**src/sv/sobm_pkg.sv**
```systemverilog
// ----------------------------------------------------------------------------
// sobm_pkg
// Shared constants, types and register codes for the Sobel edge magnitude
// block.
// ----------------------------------------------------------------------------
package sobm_pkg;

  // Largest supported line length, in pixels
  localparam int MaxSize  = 1024;
  localparam int MinSize  = 3;
  // Column/row counter width and size register width
  localparam int ColW     = $clog2(MaxSize);
  localparam int SizeW    = $clog2(MaxSize + 1);

  // Configuration port
  localparam int CfgW     = 11;
  localparam int CfgIdxW  = 1;
  localparam logic [CfgIdxW-1:0] RegImageWidth  = 1'b0;
  localparam logic [CfgIdxW-1:0] RegImageHeight = 1'b1;

  // Datapath widths
  localparam int PixW     = 8;
  localparam int PosW     = 10;           // out_row / out_col
  localparam int GradW    = 11;           // signed gradient, |g| <= 1020
  localparam int SqW      = 20;           // g*g <= 1040400
  localparam int SumW     = SqW + 1;
  localparam int RootInW  = 16;           // sums of 2**16 and up saturate
  localparam int MagW     = 8;

  // Depth of the queue between front and back
  localparam int QDepth   = 2;
  localparam int QPtrW    = $clog2(QDepth);
  localparam int QCntW    = $clog2(QDepth + 1);

  // One work item handed from front to back
  typedef struct packed {
    logic signed [GradW-1:0] gx;
    logic signed [GradW-1:0] gy;
    logic [PosW-1:0]         orow;
    logic [PosW-1:0]         ocol;
    logic                    border;
    logic                    frame_end;
  } item_t;

endpackage

```
**src/sv/sobm_queue.sv**
```systemverilog
// ----------------------------------------------------------------------------
// sobm_queue
// Short flop-based queue of work items between front and back.
// ----------------------------------------------------------------------------
module sobm_queue (
  input  logic            clk_i,
  input  logic            rst_ni,
  input  logic            push_i,
  input  sobm_pkg::item_t item_i,
  output logic            full_o,
  input  logic            pop_i,
  output sobm_pkg::item_t item_o,
  output logic            empty_o
);

  localparam int QPtrW = sobm_pkg::QPtrW;
  localparam int QCntW = sobm_pkg::QCntW;

  sobm_pkg::item_t     mem_q [sobm_pkg::QDepth];
  logic [QPtrW-1:0]    wptr_q, rptr_q;
  logic [QCntW-1:0]    cnt_q;
  logic                do_push, do_pop;

  assign full_o  = cnt_q == QCntW'(sobm_pkg::QDepth);
  assign empty_o = cnt_q == '0;
  assign do_push = push_i && !full_o;
  assign do_pop  = pop_i && !empty_o;
  assign item_o  = mem_q[rptr_q];

  function automatic logic [QPtrW-1:0] ptr_inc(input logic [QPtrW-1:0] p);
    return (32'(p) == sobm_pkg::QDepth - 1) ? '0 : p + QPtrW'(1);
  endfunction

  // pointers and fill count
  always_ff @(posedge clk_i or negedge rst_ni) begin
    if (!rst_ni) begin
      wptr_q <= '0;
      rptr_q <= '0;
      cnt_q  <= '0;
    end else begin
      if (do_push) wptr_q <= ptr_inc(wptr_q);
      if (do_pop)  rptr_q <= ptr_inc(rptr_q);
      if (do_push && !do_pop) begin
        cnt_q <= cnt_q + QCntW'(1);
      end else if (do_pop && !do_push) begin
        cnt_q <= cnt_q - QCntW'(1);
      end
    end
  end

  // storage
  always_ff @(posedge clk_i) begin
    if (do_push) begin
      mem_q[wptr_q] <= item_i;
    end
  end

  // fill count tracks the pointers
  a_cnt_ptr: assert property (@(posedge clk_i) disable iff (!rst_ni)
    (cnt_q == '0 || 32'(cnt_q) == sobm_pkg::QDepth) |-> wptr_q == rptr_q)
    else $error("queue: count and pointers disagree");

endmodule

```
**config.mk**
```make
export PLATFORM = sky130hd
export DESIGN_NAME = sobm_queue
export DESIGN_NICKNAME = d
export VERILOG_FILES = /design/src/sv/sobm_pkg.sv /design/src/sv/sobm_queue.sv
export SDC_FILE = /design/constraint.sdc
export NUM_CORES = 1
export LEC_CHECK = 0
export ABC_AREA = 1
export BUFFER_PORTS_ARGS = -buffer_cell sky130_fd_sc_hd__buf_2
export CORE_ASPECT_RATIO = 1.5
export CORE_UTILIZATION = 30
export DETAILED_ROUTE_END_ITERATION = 12
export HOLD_SLACK_MARGIN = 0.02
export PLACE_DENSITY_LB_ADDON = 0.08
export SYNTH_ARGS = -nofsm -noshare
export SYNTH_HDL_FRONTEND = slang
export SYNTH_SLANG_ARGS = --single-unit
```
**constraint.sdc**
```tcl
create_clock -name clk_i -period 2.9 [get_ports clk_i]
set_input_delay 0.435 -clock clk_i [delete_from_list [all_inputs] [get_ports clk_i]]
set_output_delay 0.435 -clock clk_i [all_outputs]
set_load 0.02 [all_outputs]
```
# Word-level counts from Yosys, hierarchy flattened
# Memory sizes are Yosys's and may differ from the RTL's.
# Index checks and enable logic that the tools add are counted.
[totals]
wordCells = 25
mem_bits_rw = 88
regBits = 4
inputBits = 48
out_inout_bits = 46
mem_count = 1
[memory_table]
columns = ["name", "depth", "word_bits", "read_ports", "rd_clocked_by_memory_dff", "write_ports", "line", "source"]
rows = [
  ["mem_q", 2, 44, 1, 0, 1, "sobm_queue.sv:19", "sobm_pkg::item_t mem_q [sobm_pkg::QDepth];"],
]
[op_classes]
muxes = 6
addsub = 4
n_eq_ne = 1
n_reduce_logical = 10
[ops]
columns = ["operator", "n"]
rows = [
  ["$logic_and A1 B1 Y1", 4],
  ["$logic_not A1 Y1", 4],
  ["$mux W1", 4],
  ["$mux W2", 2],
  ["$add A1 B1 Y1 const B", 2],
  ["$add A2 B1 Y2 const B", 1],
  ["$eq A2 B2 Y1 const B", 1],
  ["$logic_not A2 Y1", 1],
  ["$reduce_bool A2 Y1", 1],
  ["$sub A2 B1 Y2 const B", 1],
]

# Longest topological paths before layout
# Gate-level depths: netlist of run 1.
[depth]
ltp_word = 7
depth_mapped = 9
mapped_depth_nobuf = 9

# Least setup slack after synthesis of run 1
# OpenSTA, ideal clock, no wires.
[synth_path]
path_type = "register -> register"
startpoint = "register cnt_q[0]"
endpoint = "memory mem_q[1][0] (netlist bit), enable pin"
n_path_buf = 0
t_arrival_ps = 2403
setup_time_ps = 445
synth_period_minus_slack_ps = 2848
path_slack_ps = 52
path_stages_with_launch = 3
required_ps = 2455
cell_sequence = "dfrtp_1 > o21ai_1 > nor2_1"
[synth_between]
elab_chain_len = 5
[synth_lines]
columns = ["item", "line", "source"]
rows = [
  ["from (decl)", "sobm_queue.sv:21", "logic [QCntW-1:0] cnt_q;"],
  ["from (signal assigned)", "sobm_queue.sv:44", "cnt_q <= cnt_q + QCntW'(1);"],
  ["from (signal assigned)", "sobm_queue.sv:46", "cnt_q <= cnt_q - QCntW'(1);"],
  ["$eq A2 B2 Y1", "sobm_queue.sv:24", "assign full_o = cnt_q == QCntW'(sobm_pkg::QDepth);"],
  ["$logic_not A1 Y1", "sobm_queue.sv:26", "assign do_push = push_i && !full_o;"],
  ["$logic_and A1 B1 Y1", "sobm_queue.sv:26", ""],
  ["$mux W1", "sobm_queue.sv:53", "if (do_push) begin"],
  ["$mux W1 (not written as such)", "sobm_queue.sv:54", "mem_q[wptr_q] <= item_i;"],
  ["to (decl)", "sobm_queue.sv:19", ""],
]
# Every way passes these cells.

==> impl_metrics.ini, run 1 <==
[synthesis]
async_flop_share_pct = 4.35
synth_top_family_by_area = simple AND/OR/NAND/NOR gates
synth_compound_area_share_pct = 0.291
synth_top_area_share_pct = 76.8
muxShareOfSynthArea_pct = 0
yosys-top-cells-area = edfxtp_1 77%, nand2_1 15%, dfrtp_1 2.9%
syn-cell-area_mm2 = 0.00344
synth_area_per_cell_um2 = 13.2
synthAdderAreaFrac_pct = 0.364
yosys.area_share.xor_xnor_pct = 0.255
synth_seq_cells = 92
synth_edf_count = 88
syn_nets = 310
ys.flop_type = edfxtp_1
yosys.area.top_type = edfxtp_1
synthSimpleGateAreaFrac_pct = 16.7
ys_seq_area_share_pct = 79.7
synthDistinctLibCells = 18
ys_warn_count = 0
netlist_instances = 261
synthTopCellsByCount = 141 x nand2_1, 88 x edfxtp_1, 6 x inv_1
synth_most_common_cell = nand2_1

[sta]
setup_violations = 0
slew_viol_final = 0
whs_ns = 0.289
tns_ns = 0
rsz0062_at_grt = false
period_share_pct = 68.5
max_clock_freq_mhz = 503
tightest_slew_ns = 0.541
layout_min_cycle_time_ns = 1.99
finClkSkew_ns = 0.00707
relSlewSlack_pct = 63.9
hold_viol_final = 0

[final_layout]
areaGrowthSynthToFinish_pct = 26.4
final_cells = 513
drive_above_1_share_pct = 31.4
nNetsFinal = 410
num_antenna_cells = 0

[setup_path]
cp_slowest_cell = buf_4
critPathKind = flip-flop to output pin
start_kind = flip-flop
cp-end-kind = output pin
crit_path_max_fanout = 45
critPathTopFamily = buffers and inverters
cp_num_buf_inv = 2
critical_path_cell_count = 4
slowest_delay_ns = 0.45
cp.required_ns = 2.47
cp_common_cell = nand2_1
arrival_ns = 1.55
reg2regPathDepth = 5
path_cells = buf_4 > nand2_1 > nand2_1 > buf_2

[cts]
cts_tree = done
cts.path.max_buffers = 2
numCtsBuffers = 9
clock-root-buffer = clkbuf_16
clkSlewWorstSetupHoldPaths_ns = 0.06
cts_max_level = 3
cts.sinks = 92
clock_latency_ns = 0.33

[routing]
drtIter0Drc = 79
drtAntennaViolNets = 0
drc_errors = 0
dr.pass1.iters = 4
totalWireLength_um = 6900
vias_per_cell = 4.16
wl_per_cell_um = 13.5
dr_total_vias = 2134

[power_and_ir_drop]
p_total_mw = 4.59
p_per_area_mw_per_mm2 = 1060
ir_drop_uv = 407
p_leak_nw = 1.87

[floorplan]
fp-row-count = 47
start_util_pct = 31.0
die_w_um = 89.4
core_area_mm2 = 0.0111
die_area_mm2 = 0.0119
ioPinCount = 94
fp.dieH_um = 133

[global_routing]
grt_usage_pct = 12.3
grt_pass1_vias = 2083
antenna_found_initial = 0
grt_overflow = 0
grt_max_degree = 46
grt_pass1_wl_um = 10400

[place]
dp_hpwl_um = 4310
dp_cells = 496
place.gp.congestion = 0.672
io_buffers = 93

[run]
cap_violations = 0

[min_path]
hold_path_depth = 1
hp-class = primary input to flip-flop

[outcome]
outcome = completed
[report_power, final]
part | total [mW] | internal [mW] | switching (mW)
sequential | 1.90 | 1.81 | 0.0841
clock | 1.02 | 0.570 | 0.453
combinational | 1.67 | 0.475 | 1.19
[cells by family after synthesis]
group | after synthesis
fa+ha+maj | 1
buf+inv | 17
xor+xnor | 1
compound gates | 2
flops | 92
simple gates | 148
[stage by stage]
stage	setup WS (ns)	utilization, %	area (µm²)
floorplan	0.0519	-	3440
global placement	1.10	36.7	4080
detailed placement	1.10	36.7	4080
CTS	0.839	39.1	4350
global route	0.782	39.1	4350
finish	0.914	39.1	4350
[repair_timing]
item / in CTS / in global routing
gates resized for setup: 0 / 0
hold buffers: 1 / 0
endpoints found under the hold margin: 4 / 0
setup buffers: 0 / 0
endpoints found under the setup margin: 0 / 0
[layout make-up]
type,instances,area (µm²)
inverters,8,32.5
fillers,1060,6760
multi-input cells,152,612
clock buffers,10,229
well taps,147,184
flip-flops and latches,92,2740
clock inverters,6,31.3
repair buffers,98,518
[registers in the layout, indices dropped and copies added, names as in the netlist]
register / cells
rptr_q: 1
wptr_q: 1
mem_q: 88
cnt_q: 2
[layer usage]
layer / GRT usage (%) / wire, µm
met1: 12.9 / 2760
met5: 0 / 0
met4: 6.08 / 140
met3: 3.53 / 298
met2: 21.9 / 3700
[worst reg2reg max path, delay by kind of cell, from the launching register on]
family	cells	cell delay, ns
buffers and inverters	2	0.68
DFF	1	0.46
and+or+nand+nor	3	0.26
[path summary, 6_finish.rpt]
kind                           endpoint  slack (ns)       start
setup / recovery             item_o[24]        0.91      rptr_q
hold / removal             mem_q[0][35]        0.29  item_i[35]
setup reg to reg           mem_q[0][23]        1.19    cnt_q[0]
hold reg to reg                  wptr_q        0.49      wptr_q
max in group asynchronous        rptr_q        2.32      rst_ni
min in group asynchronous      cnt_q[0]        0.44      rst_ni
[placed cells by master, fill, tap and decap left out]
cell type | Yosys | final
buf_12 | 0 | 1
buf_2 | 4 | 93
buf_4 | 4 | 3
clkbuf_1 | 0 | 1
clkbuf_16 | 0 | 9
clkinv_1 | 0 | 4
clkinv_4 | 0 | 1
clkinvlp_4 | 0 | 1
dfrtp_1 | 4 | 3
dfrtp_2 | 0 | 1
dlygate4sd3_1 | 0 | 1
edfxtp_1 | 88 | 88
ha_1 | 1 | 1
inv_1 | 6 | 5
inv_2 | 1 | 2
inv_4 | 1 | 1
nand2_1 | 141 | 141
nand3_1 | 1 | 1
nand3b_1 | 1 | 1
nand4_1 | 1 | 1
nor2_1 | 2 | 1
nor2_2 | 1 | 1
nor2_4 | 1 | 2
o21ai_1 | 2 | 2
xnor2_1 | 1 | 1
No activity file was read; power rests on OpenSTA's default activity.
==> run 2, diff against run 1 <==
==> constraint.sdc (replaced) <==
create_clock -name clk_i -period 2 [get_ports clk_i]
set_input_delay 0.3 -clock clk_i [delete_from_list [all_inputs] [get_ports clk_i]]
set_output_delay 0.3 -clock clk_i [all_outputs]
set_load 0.02 [all_outputs]
==> run 2 against run 1 <==
Compared with the run above: design area is 0.75% higher; cell count is 0.19% higher; clock-buffer cell count increased by 1; utilization up 0.29 points; critical path type unchanged; highest routed layer unchanged.
==> impl_metrics.ini, run 2 (synthesis gave the netlist of run 1 again) <==
[outcome]
outcome = completed

[cts]
cts_max_level = 3
cts.path.max_buffers = 2
cts_tree = done
cts.sinks = 92
numCtsBuffers = 9
clock_latency_ns = 0.34
clkSlewWorstSetupHoldPaths_ns = 0.06
clock-root-buffer = clkbuf_16
cts_setup_buffers = 0

[routing]
drc_errors = 0
dr.pass1.iters = 4
vias_per_cell = 4.16
wl_per_cell_um = 13.7
drtAntennaViolNets = 0
totalWireLength_um = 7060
dr_total_vias = 2137
drtIter0Drc = 94

[final_layout]
layout_common_cells = 141 x nand2_1, 93 x buf_2, 88 x edfxtp_1
drive_above_1_share_pct = 32.2
layout_commonest_cell = nand2_1
regArea_mm2 = 0.00274
areaGrowthSynthToFinish_pct = 27.4
max_flop_register = mem_q
largest_reg_flops = 88
fill_cells = 1090
reg_top3 = mem_q x88, cnt_q x2
nNetsFinal = 411
finalInstanceArea_mm2 = 0.00438
multiInputGateArea_um2 = 612
num_antenna_cells = 0

[sta]
setup_violations = 0
hold_viol_final = 0
rsz0062_at_grt = false
tightest_slew_ns = 0.510
finClkSkew_ns = 0.00646
tns_ns = 0
relSlewSlack_pct = 66.0
max_clock_freq_mhz = 538
period_share_pct = 92.9
setup_ws_ns = 0.143
slew_viol_final = 0
layout_min_cycle_time_ns = 1.86

[setup_path]
start_kind = flip-flop
cp-end-kind = output pin
arrival_ns = 1.56
path_cells = buf_4 > nand2_1 > nand2_1 > buf_2
crit_path_max_fanout = 45
cp_slowest_cell = buf_4
critPathKind = flip-flop to output pin
cp.required_ns = 1.70
slowest_delay_ns = 0.44
cp_common_cell = nand2_1

[global_routing]
grt_pass1_wl_um = 10500
grt_usage_pct = 12.6
antenna_found_initial = 1
grt_overflow = 0
grt_max_degree = 46
grt_pass1_vias = 1968

[floorplan]
core_area_mm2 = 0.0111
start_util_pct = 31.0
fp-row-count = 47
die_area_mm2 = 0.0119
die_w_um = 89.4
fp.dieH_um = 133
ioPinCount = 94

[power_and_ir_drop]
ir_drop_uv = 506
p_leak_nw = 1.89
p_per_area_mw_per_mm2 = 1550
p_total_mw = 6.81

[place]
io_buffers = 93
place.gp.congestion = 0.744
placed_cell_area_mm2 = 0.00409
pre_cts_slack_ns = 0.419
dp_hpwl_um = 4400

[min_path]
hp-class = primary input to flip-flop

[run]
cap_violations = 0
## run 2: area by class of cell
type	count	area share (%)
clock buffer	11	5.31
clock inverter	5	1.20
inverter	8	0.742
timing repair buffer	99	12.0
sequential	92	62.6
multi-input combinational	152	14.0
tap	147	4.20
## run 2: repair_timing
| action | CTS | global route |
|---|---|---|
| hold buffers | 1 | 0 |
| resized for setup | 0 | 0 |
| hold endpoints to repair | 4 | 0 |
## run 2: final timing paths
kind	startpoint	to	slack, ns	depth (start not counted)
hold / removal	item_i[16]	mem_q[0][16]	0.15	1
hold reg to reg	wptr_q	wptr_q	0.48	2
setup / recovery	rptr_q	item_o[36]	0.14	4
setup reg to reg	cnt_q[0]	mem_q[1][34]	0.47	3
min in group asynchronous	rst_ni	cnt_q[1]	0.30	2
max in group asynchronous	rst_ni	rptr_q	1.56	2
## run 2: through the flow
stage / hold WS, ns / cells / utilization [%]
after floorplan: 0.00441 / 261 / -
after detailed placement: 0.121 / 497 / 36.8
after global routing: 0.133 / 514 / 39.4
after CTS: 0.134 / 514 / 39.4
final: 0.151 / 514 / 39.4
after global placement: 0.121 / 497 / 36.8
## run 2: critical path: cells and delay by family, from the launching register on
| family | cells | cell delay [ns] |
|---|---|---|
| buffers and inverters | 2 | 0.60 |
| AND/OR/NAND/NOR | 2 | 0.23 |
| flip-flops | 1 | 0.38 |
## run 2: power breakdown
group          switching (mW)  internal (mW)  total, mW
sequential              0.126           2.63       2.76
clock                   0.664          0.962       1.63
combinational            1.73          0.696       2.43
total                    2.52           4.29       6.81
## run 2: routing by layer
layer	GRT usage, %	vias up	part of all wire [%]
met3	3.97	12	5.4
met1	14.0	985	41
met4	7.14	0	2.4
li1	-	1078	-
met2	20.7	62	52
met5	0	-	0
