<file path="config.mk">
export PLATFORM = sky130hd
export DESIGN_NAME = sobm_back
export DESIGN_NICKNAME = d
export VERILOG_FILES = /design/src/sv/sobm_pkg.sv /design/src/sv/sobm_back.sv
export SDC_FILE = /design/constraint.sdc
export NUM_CORES = 1
export LEC_CHECK = 0
export BUFFER_PORTS_ARGS = -buffer_cell sky130_fd_sc_hd__clkbuf_2
export CORE_ASPECT_RATIO = 1.25
export CORE_MARGIN = 4
export CORE_UTILIZATION = 30
export DETAILED_ROUTE_END_ITERATION = 8
export SYNTH_ARGS = -nofsm -noshare
export SYNTH_HDL_FRONTEND = slang
export SYNTH_SLANG_ARGS = --single-unit
export TNS_END_PERCENT = 30
</file>
<file path="constraint.sdc">
create_clock -name clk_i -period 12.4 [get_ports clk_i]
set_clock_uncertainty 0.15 [all_clocks]
set_input_delay 1.86 -clock clk_i [delete_from_list [all_inputs] [get_ports clk_i]]
set_output_delay 1.86 -clock clk_i [all_outputs]
set_load 0.05 [all_outputs]
</file>
<file path="src/sv/sobm_pkg.sv">
// ----------------------------------------------------------------------------
// sobm_pkg
// Shared constants, types and register codes for the Sobel edge magnitude
// block.
// ----------------------------------------------------------------------------
package sobm_pkg;

  // Largest supported line length, in pixels
  localparam int MaxSize  = 1024;
  localparam int MinSize  = 3;
  // Column/row counter width and size register width
  localparam int ColW     = $clog2(MaxSize);
  localparam int SizeW    = $clog2(MaxSize + 1);

  // Configuration port
  localparam int CfgW     = 11;
  localparam int CfgIdxW  = 1;
  localparam logic [CfgIdxW-1:0] RegImageWidth  = 1'b0;
  localparam logic [CfgIdxW-1:0] RegImageHeight = 1'b1;

  // Datapath widths
  localparam int PixW     = 8;
  localparam int PosW     = 10;           // out_row / out_col
  localparam int GradW    = 11;           // signed gradient, |g| <= 1020
  localparam int SqW      = 20;           // g*g <= 1040400
  localparam int SumW     = SqW + 1;
  localparam int RootInW  = 16;           // sums of 2**16 and up saturate
  localparam int MagW     = 8;

  // Depth of the queue between front and back
  localparam int QDepth   = 2;
  localparam int QPtrW    = $clog2(QDepth);
  localparam int QCntW    = $clog2(QDepth + 1);

  // One work item handed from front to back
  typedef struct packed {
    logic signed [GradW-1:0] gx;
    logic signed [GradW-1:0] gy;
    logic [PosW-1:0]         orow;
    logic [PosW-1:0]         ocol;
    logic                    border;
    logic                    frame_end;
  } item_t;

endpackage

</file>
<file path="src/sv/sobm_back.sv">
// ----------------------------------------------------------------------------
// sobm_back
// Result side: squares the gradients, takes a bit-pair integer square root,
// saturates, and holds the result in an output register.
// ----------------------------------------------------------------------------
module sobm_back (
  input  logic                       clk_i,
  input  logic                       rst_ni,
  // from the work queue
  input  sobm_pkg::item_t            q_item_i,
  input  logic                       q_empty_i,
  output logic                       q_pop_o,
  // result output
  output logic                       empty,
  input  logic                       pop,
  output logic [sobm_pkg::MagW-1:0]  magnitude_o,
  output logic [sobm_pkg::PosW-1:0]  out_row_o,
  output logic [sobm_pkg::PosW-1:0]  out_col_o,
  output logic                       saturated_o,
  output logic                       frame_end_o
);

  localparam logic [2:0] BkIdle   = 3'd0;
  localparam logic [2:0] BkSquare = 3'd1;
  localparam logic [2:0] BkSum    = 3'd2;
  localparam logic [2:0] BkRoot   = 3'd3;
  localparam logic [2:0] BkDone   = 3'd4;

  localparam int GradW   = sobm_pkg::GradW;
  localparam int SqW     = sobm_pkg::SqW;
  localparam int SumW    = sobm_pkg::SumW;
  localparam int RootInW = sobm_pkg::RootInW;
  localparam int MagW    = sobm_pkg::MagW;
  localparam int PosW    = sobm_pkg::PosW;

  logic [2:0]                state_q;
  logic signed [GradW-1:0]   gx_q, gy_q;
  logic [PosW-1:0]           orow_q, ocol_q;
  logic                      fe_q, sat_q;
  logic [MagW-1:0]           mag_q;
  logic [SqW-1:0]            sqx_q, sqy_q;
  logic [RootInW-1:0]        rem_q, res_q, bit_q;
  logic signed [2*GradW-1:0] prod_x, prod_y;
  logic [SumW-1:0]           sum;
  logic [RootInW:0]          trial;
  logic                      take;
  logic [RootInW-1:0]        res_next, rem_next;

  logic                      out_valid_q, out_sat_q, out_fe_q;
  logic [MagW-1:0]           out_mag_q;
  logic [PosW-1:0]           out_row_q, out_col_q;
  logic                      load_out;

  assign q_pop_o  = (state_q == BkIdle) && !q_empty_i;
  assign load_out = (state_q == BkDone) && (!out_valid_q || pop);

  // squares and their sum
  assign prod_x = gx_q * gx_q;
  assign prod_y = gy_q * gy_q;
  assign sum    = {1'b0, sqx_q} + {1'b0, sqy_q};

  // one root step: two radicand bits per cycle
  assign trial = {1'b0, res_q} + {1'b0, bit_q};
  assign take  = {1'b0, rem_q} >= trial;
  always_comb begin
    if (take) begin
      rem_next = rem_q - trial[RootInW-1:0];
      res_next = (res_q >> 1) + bit_q;
    end else begin
      rem_next = rem_q;
      res_next = res_q >> 1;
    end
  end

  // sequencer
  always_ff @(posedge clk_i or negedge rst_ni) begin
    if (!rst_ni) begin
      state_q <= BkIdle;
    end else begin
      unique case (state_q)
        BkIdle: begin
          if (q_pop_o) state_q <= q_item_i.border ? BkDone : BkSquare;
        end
        BkSquare: state_q <= BkSum;
        BkSum: begin
          state_q <= (sum[SumW-1:RootInW] != '0) ? BkDone : BkRoot;
        end
        BkRoot: begin
          if (bit_q == RootInW'(1)) state_q <= BkDone;
        end
        BkDone: begin
          if (load_out) state_q <= BkIdle;
        end
        default: state_q <= BkIdle;
      endcase
    end
  end

  // work registers
  always_ff @(posedge clk_i) begin
    unique case (state_q)
      BkIdle: begin
        if (q_pop_o) begin
          gx_q   <= q_item_i.gx;
          gy_q   <= q_item_i.gy;
          orow_q <= q_item_i.orow;
          ocol_q <= q_item_i.ocol;
          fe_q   <= q_item_i.frame_end;
          mag_q  <= '0;
          sat_q  <= 1'b0;
        end
      end
      BkSquare: begin
        sqx_q <= prod_x[SqW-1:0];
        sqy_q <= prod_y[SqW-1:0];
      end
      BkSum: begin
        if (sum[SumW-1:RootInW] != '0) begin
          mag_q <= '1;
          sat_q <= 1'b1;
        end
        rem_q <= sum[RootInW-1:0];
        res_q <= '0;
        bit_q <= RootInW'(1) << (RootInW - 2);
      end
      BkRoot: begin
        rem_q <= rem_next;
        res_q <= res_next;
        bit_q <= bit_q >> 2;
        if (bit_q == RootInW'(1)) mag_q <= res_next[MagW-1:0];
      end
      BkDone: ;
      default: ;
    endcase
  end

  // output register
  always_ff @(posedge clk_i or negedge rst_ni) begin
    if (!rst_ni) begin
      out_valid_q <= 1'b0;
    end else if (load_out) begin
      out_valid_q <= 1'b1;
    end else if (pop) begin
      out_valid_q <= 1'b0;
    end
  end

  always_ff @(posedge clk_i) begin
    if (load_out) begin
      out_mag_q <= mag_q;
      out_row_q <= orow_q;
      out_col_q <= ocol_q;
      out_sat_q <= sat_q;
      out_fe_q  <= fe_q;
    end
  end

  assign empty       = !out_valid_q;
  assign magnitude_o = out_mag_q;
  assign out_row_o   = out_row_q;
  assign out_col_o   = out_col_q;
  assign saturated_o = out_sat_q;
  assign frame_end_o = out_fe_q;

  // a clamped result always reads full scale
  a_sat_full: assert property (@(posedge clk_i) disable iff (!rst_ni)
    (out_valid_q && out_sat_q) |-> out_mag_q == '1)
    else $error("back: saturated result below full scale");

  // the root never needs more than eight result bits
  a_root_fits: assert property (@(posedge clk_i) disable iff (!rst_ni)
    (state_q == BkRoot && bit_q == RootInW'(1)) |-> res_next[RootInW-1:MagW] == '0)
    else $error("back: root overflowed the magnitude width");

  // a result is never overwritten while still waiting
  a_no_overwrite: assert property (@(posedge clk_i) disable iff (!rst_ni)
    (out_valid_q && !pop) |=> out_valid_q && $stable(out_mag_q) && $stable(out_col_q))
    else $error("back: waiting result lost");

endmodule

</file>
* After elaboration in Yosys (flattened, before gate mapping)
Index checks and enable logic that the tools add are counted.
Cells by class: multiply operators 2, mux-type cells 20, eq/ne operators 10, $add $sub $neg 4, reduce and logical (&&, ||, !) cells 16, $lt $le $gt $ge 1
Operators with widths (count):
- $pmux 16 s2 | 3
- $mul 11x11->20 | 2
- $mux 16 | 2
- $mux 8 | 3
- $pmux 8 s3 | 1
- $add 20x20->21 | 1
- $add 16x16->17 | 1
- $ge 16x17->1 | 1
- $add 15x16->16 | 1
- $eq 16x1->1 const B | 1
- $sub 16x16->16 | 1
- $mux 3 | 5
- $pmux 3 s5 | 1
- $ne 2x2->1 const B | 5
- $eq 3x2->1 const B | 2
- $reduce_and 3->1 | 2
- $reduce_bool 2->1 | 3
- $reduce_bool 5->1 | 1
- $mux 1 | 4
- $reduce_and 2->1 | 2
- $reduce_and 4->1 | 1
- $eq 3x1->1 const B | 1
- $eq 3x3->1 const B | 1
- $logic_not 3->1 | 1
- 5 further kinds | 7
Storage, ports and cells: flip-flop bits (word level) 174, logic and storage cells 72, output and inout port bits 32, input port bits 48

* Logic depth before layout (Yosys ltp)
word-level depth 5, mapped depth 21, gate-level depth less buffers 21

* Least setup slack after synthesis
No wires, ideal clock.
kind input-to-output, from input port q_empty_i, to output port q_pop_o, buffers on the path 0, cell stages on the path 1, data required time 10.390 ns, path slack 2.997 ns, arrival time 7.393 ns, cell sequence nor4_1
On the way: word-level cells in the longest chain between the ends 2
Ends and longest elaborated chain:
- start, declared | RTL line sobm_back.sv:11 | input logic q_empty_i,
- $logic_not 1->1 | RTL line sobm_back.sv:54 | assign q_pop_o = (state_q == BkIdle) && !q_empty_i;
- $logic_and 1x1->1 | RTL line sobm_back.sv:54
- end, declared | RTL line sobm_back.sv:12 | output logic q_pop_o,
No other way between the ends.

* Worst setup path after layout
from register gx_q[10], to register sqx_q[19], data pin
On the way: word-level cells in the longest chain between the ends 1
Ends and longest elaborated chain:
- start, declared | RTL line sobm_back.sv:37 | logic signed [GradW-1:0] gx_q, gy_q;
- start signal, assigned | RTL line sobm_back.sv:104 | gx_q <= q_item_i.gx;
- $mul 11x11->20 | RTL line sobm_back.sv:58 | assign prod_x = gx_q * gx_q;
- via prod_x[19] | RTL line sobm_back.sv:43 | logic signed [2*GradW-1:0] prod_x, prod_y;
- end signal, assigned | RTL line sobm_back.sv:114 | sqx_q <= prod_x[SqW-1:0];
- end, declared | RTL line sobm_back.sv:41 | logic [SqW-1:0] sqx_q, sqy_q;
The timed path passes the listed nets, and every way through them passes these cells. A chain may end at the register's enable or synchronous reset.

==> out/summary.md <==
Setup repair after global routing left no endpoint under its margin. After clock tree synthesis, the clock-pin slew on the worst setup and hold paths is 0.07 ns. The die span in x works out to 212.5 um. Most common library cell in the layout ignoring fill and taps: sky130_fd_sc_hd__inv_1.

Global-route wire length before repair: 54.64 mm. Sequential cell area: 0.004905 mm^2. For the initial antenna violation count, the log shows 0. Summed over all layers, the global routing overflow is 0.

Detailed placement finished with a half-perimeter wire length of 25.79 mm. The layout overhead on the synthesized area is 11.29%. The run gives 0 as the number of max-slew violations in the final report. The vertical extent of the die came out at 263.6 um. The maximum number of pins on one net before global-route repair was 42. Hold timing on the final database bottoms out at a slack of 0.2694 ns. The overall routed net length was 32.33 mm.

CTS built an H-tree with a depth of 4. Dividing the detail-routed wire length by the instance count gives 14.55 um. The tools report the fraction of the yosys area taken by sequential cells as 31.28%. TritonCTS built the clock tree.

The run gives 12.44 ns as the required time of the critical path. The logs give 431 for the violation count after the first detailed-route iteration and 0 for the count of final setup violators. STA classifies the critical path startpoint as a register. The number of I/O port buffers works out to 79. Excluding fillers, the count of instances in the completed layout stands at 2222.

Among all flip-flop cells after synthesis, the most frequent one is sky130_fd_sc_hd__edfxtp_1. The area of the multi-input gates was 0.009604 mm^2. The total clock buffers created by CTS was 17; the average vias per placed instance was 4.658. The clock passes through at most 2 buffers. The synthesized netlist occupies a cell area of 0.01568 mm^2.

For this configuration, the core starts out at a cell density of 30.35%. The final number of hold-violating endpoints was 0; the largest fanout on the critical path was 21. The worst relative slew slack was 20.99%. STA classifies the critical path endpoint as a register. The tools report the setup slack after placement as 6.652 ns. The flip-flop and latch count after synthesis was 164; the die footprint was 0.05601 mm^2. The run gives 0.8389 as the weighted congestion reported at the end of routability-driven placement. Classification of the worst setup path: reg2reg. The filler cells instantiated in the layout total 5290. The tools report the core region area as 0.05166 mm^2.

The top cell types in the final layout, fill and taps aside, are 282 x sky130_fd_sc_hd__inv_1, 188 x sky130_fd_sc_hd__fa_1, 160 x sky130_fd_sc_hd__edfxtp_1, 139 x sky130_fd_sc_hd__ha_1, 94 x sky130_fd_sc_hd__nor2_1. Summing over every cut layer, the via total after detailed routing is 10.35k. Synthesis produced a netlist with a net count of 1847.

For this design, the CTS-stage hold fixing added 0 buffers. After the last flow step, the layout net total stands at 1919. The buffers inserted during post-CTS setup optimization came out at 0. The run gives 0 as the antenna cell count. The logs give 0 for the remaining number of nets flagged by the antenna check after routing and 61 for the number of distinct standard cells referenced by the synthesized netlist. In the synthesized netlist, the number of instances is 1472. The later-pin clock latency in the skew report came out at 0.46 ns. Arrival time at the worst endpoint: 5.82 ns. The tools report the sum of negative setup slack as 0 ns.

Static timing analysis puts the maximum clock frequency at 172.8 MHz. In the routed design, unresolved DRC markers number 0. The initialized floorplan defines 93 standard-cell rows.

The run gives 80 as the number of placed I/O pins. Clock tree synthesis found a total of 164 sinks. The transition time at the pin with the least slew margin was 1.178 ns. The fraction of layout instances using a drive strength above 1 is 8.927%, and the mean post-synth cell area is 10.65 um^2.

The final worst-path cycle share is 46.67%. The number of gates resized after CTS was 0. The run gives 12.03% as the total global routing track utilization. The run finished with clean final reports. The run gives 6.613 ns as the final worst slack.

The number of placed instances with taps included was 2190; the shortest clock period the worst path allows after layout was 5.787 ns. The synthesized design contains 160 enable-type register cells. The pre-antenna-repair detailed-routing pass consisted of 5 iterations. Max-cap violations in this run came to 0. The worst hold path belongs to the class reg2reg.

The via count of the first global-routing pass was 11.21k; the async set-reset flop share out of synthesis was 2.439%. The root buffer cell was sky130_fd_sc_hd__clkbuf_16. During synthesis, Yosys emitted a total of 0 warnings.
==> cell families (layout without fill, tap and decap cells) <==
kind of cell / after synthesis / count (layout) / share of synthesized area (%)
xor gates and xnor gates: 97 / 97 / 5.419
AOI/OAI and AO/OA: 200 / 200 / 8.818
muxes: 10 / 10 / 0.6464
DFF: 164 / 164 / 31.28
buffers and inverters: 314 / 399 / 7.565
adders and majority gates: 327 / 327 / 35.10
and+or+nand+nor: 360 / 360 / 11.17
==> synth_stat cells, types with 4 or more instances <==
cell type / count / area [um^2]
sky130_fd_sc_hd__inv_1: 282 / 1059
sky130_fd_sc_hd__o31ai_1: 5 / 37.54
sky130_fd_sc_hd__nor4_1: 5 / 31.28
sky130_fd_sc_hd__mux2i_1: 9 / 90.09
sky130_fd_sc_hd__nor2b_1: 27 / 168.9
sky130_fd_sc_hd__xor2_1: 31 / 271.5
sky130_fd_sc_hd__a31oi_1: 21 / 131.4
sky130_fd_sc_hd__nand3_1: 9 / 45.04
sky130_fd_sc_hd__fa_1: 188 / 3764
sky130_fd_sc_hd__o21ai_1: 4 / 20.02
sky130_fd_sc_hd__o211ai_1: 4 / 30.03
sky130_fd_sc_hd__edfxtp_1: 160 / 4805
sky130_fd_sc_hd__and3_1: 15 / 93.84
sky130_fd_sc_hd__a21o_1: 11 / 82.58
sky130_fd_sc_hd__nand2_1: 93 / 349.1
sky130_fd_sc_hd__dfrtp_1: 4 / 100.1
sky130_fd_sc_hd__o21a_1: 16 / 120.1
sky130_fd_sc_hd__a211oi_1: 13 / 97.59
sky130_fd_sc_hd__o21bai_1: 7 / 52.55
sky130_fd_sc_hd__o21ai_0: 32 / 160.2
sky130_fd_sc_hd__xnor2_1: 66 / 578.1
sky130_fd_sc_hd__nor3_1: 26 / 130.1
sky130_fd_sc_hd__a21oi_1: 50 / 250.2
sky130_fd_sc_hd__ha_1: 139 / 1739
sky130_fd_sc_hd__nor2_1: 96 / 360.4
sky130_fd_sc_hd__and2_1: 54 / 337.8
sky130_fd_sc_hd__nand3b_1: 4 / 30.03
sky130_fd_sc_hd__nand2b_1: 11 / 68.82
sky130_fd_sc_hd__o211a_1: 4 / 40.04
sky130_fd_sc_hd__clkbuf_1: 31 / 116.4
sky130_fd_sc_hd__or3_1: 7 / 43.79
==> cell type report <==
type | count | share of cell area (%)
flip-flops and latches | 164 | 28.11
inverters | 282 | 6.066
multi-input cells | 994 | 55.04
clock inverters | 13 | 0.9537
clock buffers | 19 | 2.538
repair buffers | 85 | 2.524
well taps | 665 | 4.768
==> registers in the layout, indices dropped and copies added, names as in the netlist, 3 cells and up <==
| register | cells |
|---|---|
| ocol_q | 10 |
| res_q | 16 |
| bit_q | 8 |
| sqy_q | 19 |
| gx_q | 11 |
| mag_q | 8 |
| out_col_o | 10 |
| magnitude_o | 8 |
| orow_q | 10 |
| state_q | 3 |
| sqx_q | 19 |
| out_row_o | 10 |
| rem_q | 16 |
| gy_q | 11 |
==> path summary, 6_finish.rpt <==
check	from	endpoint	slack, ns	cells after the start
max	gx_q[10]	sqx_q[19]	6.61	18
min	orow_q[9]	out_row_o[9]	0.27	0
max reg2reg	gx_q[10]	sqx_q[19]	6.61	18
min reg2reg	orow_q[9]	out_row_o[9]	0.27	0
max in group asynchronous	rst_ni	state_q[2]	10.92	1
min in group asynchronous	rst_ni	state_q[1]	1.05	1
==> worst max-delay path, stage by stage (launching register included) <==
cell	delay, ns
sky130_fd_sc_hd__edfxtp_1	0.78
sky130_fd_sc_hd__nor2b_1	0.31
sky130_fd_sc_hd__xnor2_1	0.11
sky130_fd_sc_hd__ha_1	0.20
sky130_fd_sc_hd__a31o_2	0.22
sky130_fd_sc_hd__fa_1	0.52
sky130_fd_sc_hd__fa_1	0.43
sky130_fd_sc_hd__fa_1	0.48
sky130_fd_sc_hd__inv_1	0.05
sky130_fd_sc_hd__fa_1	0.47
sky130_fd_sc_hd__inv_1	0.04
sky130_fd_sc_hd__ha_1	0.33
sky130_fd_sc_hd__and3_1	0.19
sky130_fd_sc_hd__a21oi_1	0.10
sky130_fd_sc_hd__o21ai_0	0.15
sky130_fd_sc_hd__o41a_1	0.37
sky130_fd_sc_hd__a211oi_1	0.33
sky130_fd_sc_hd__a21oi_1	0.13
sky130_fd_sc_hd__xnor2_1	0.14
==> metrics by stage <==
step                      cell area (um^2)  util, %
after global routing                 17450    33.77
after floorplan                      15680        -
after detailed placement             16840    32.59
after CTS                            17450    33.77
final                                17450    33.77
after global placement               16840    32.59
==> per-layer routing <==
metal | vias up | routed length, um | global-route usage, %
li1 | 4977 | - | -
met1 | 5179 | 12820 | 13.72
met2 | 159 | 18150 | 23.02
met3 | 36 | 778 | 1.526
met4 | 0 | 580 | 3.744
met5 | - | 0 | 0
Power is not shown: default switching activity piles up to over one toggle a cycle in this logic, so the estimate is an artifact.
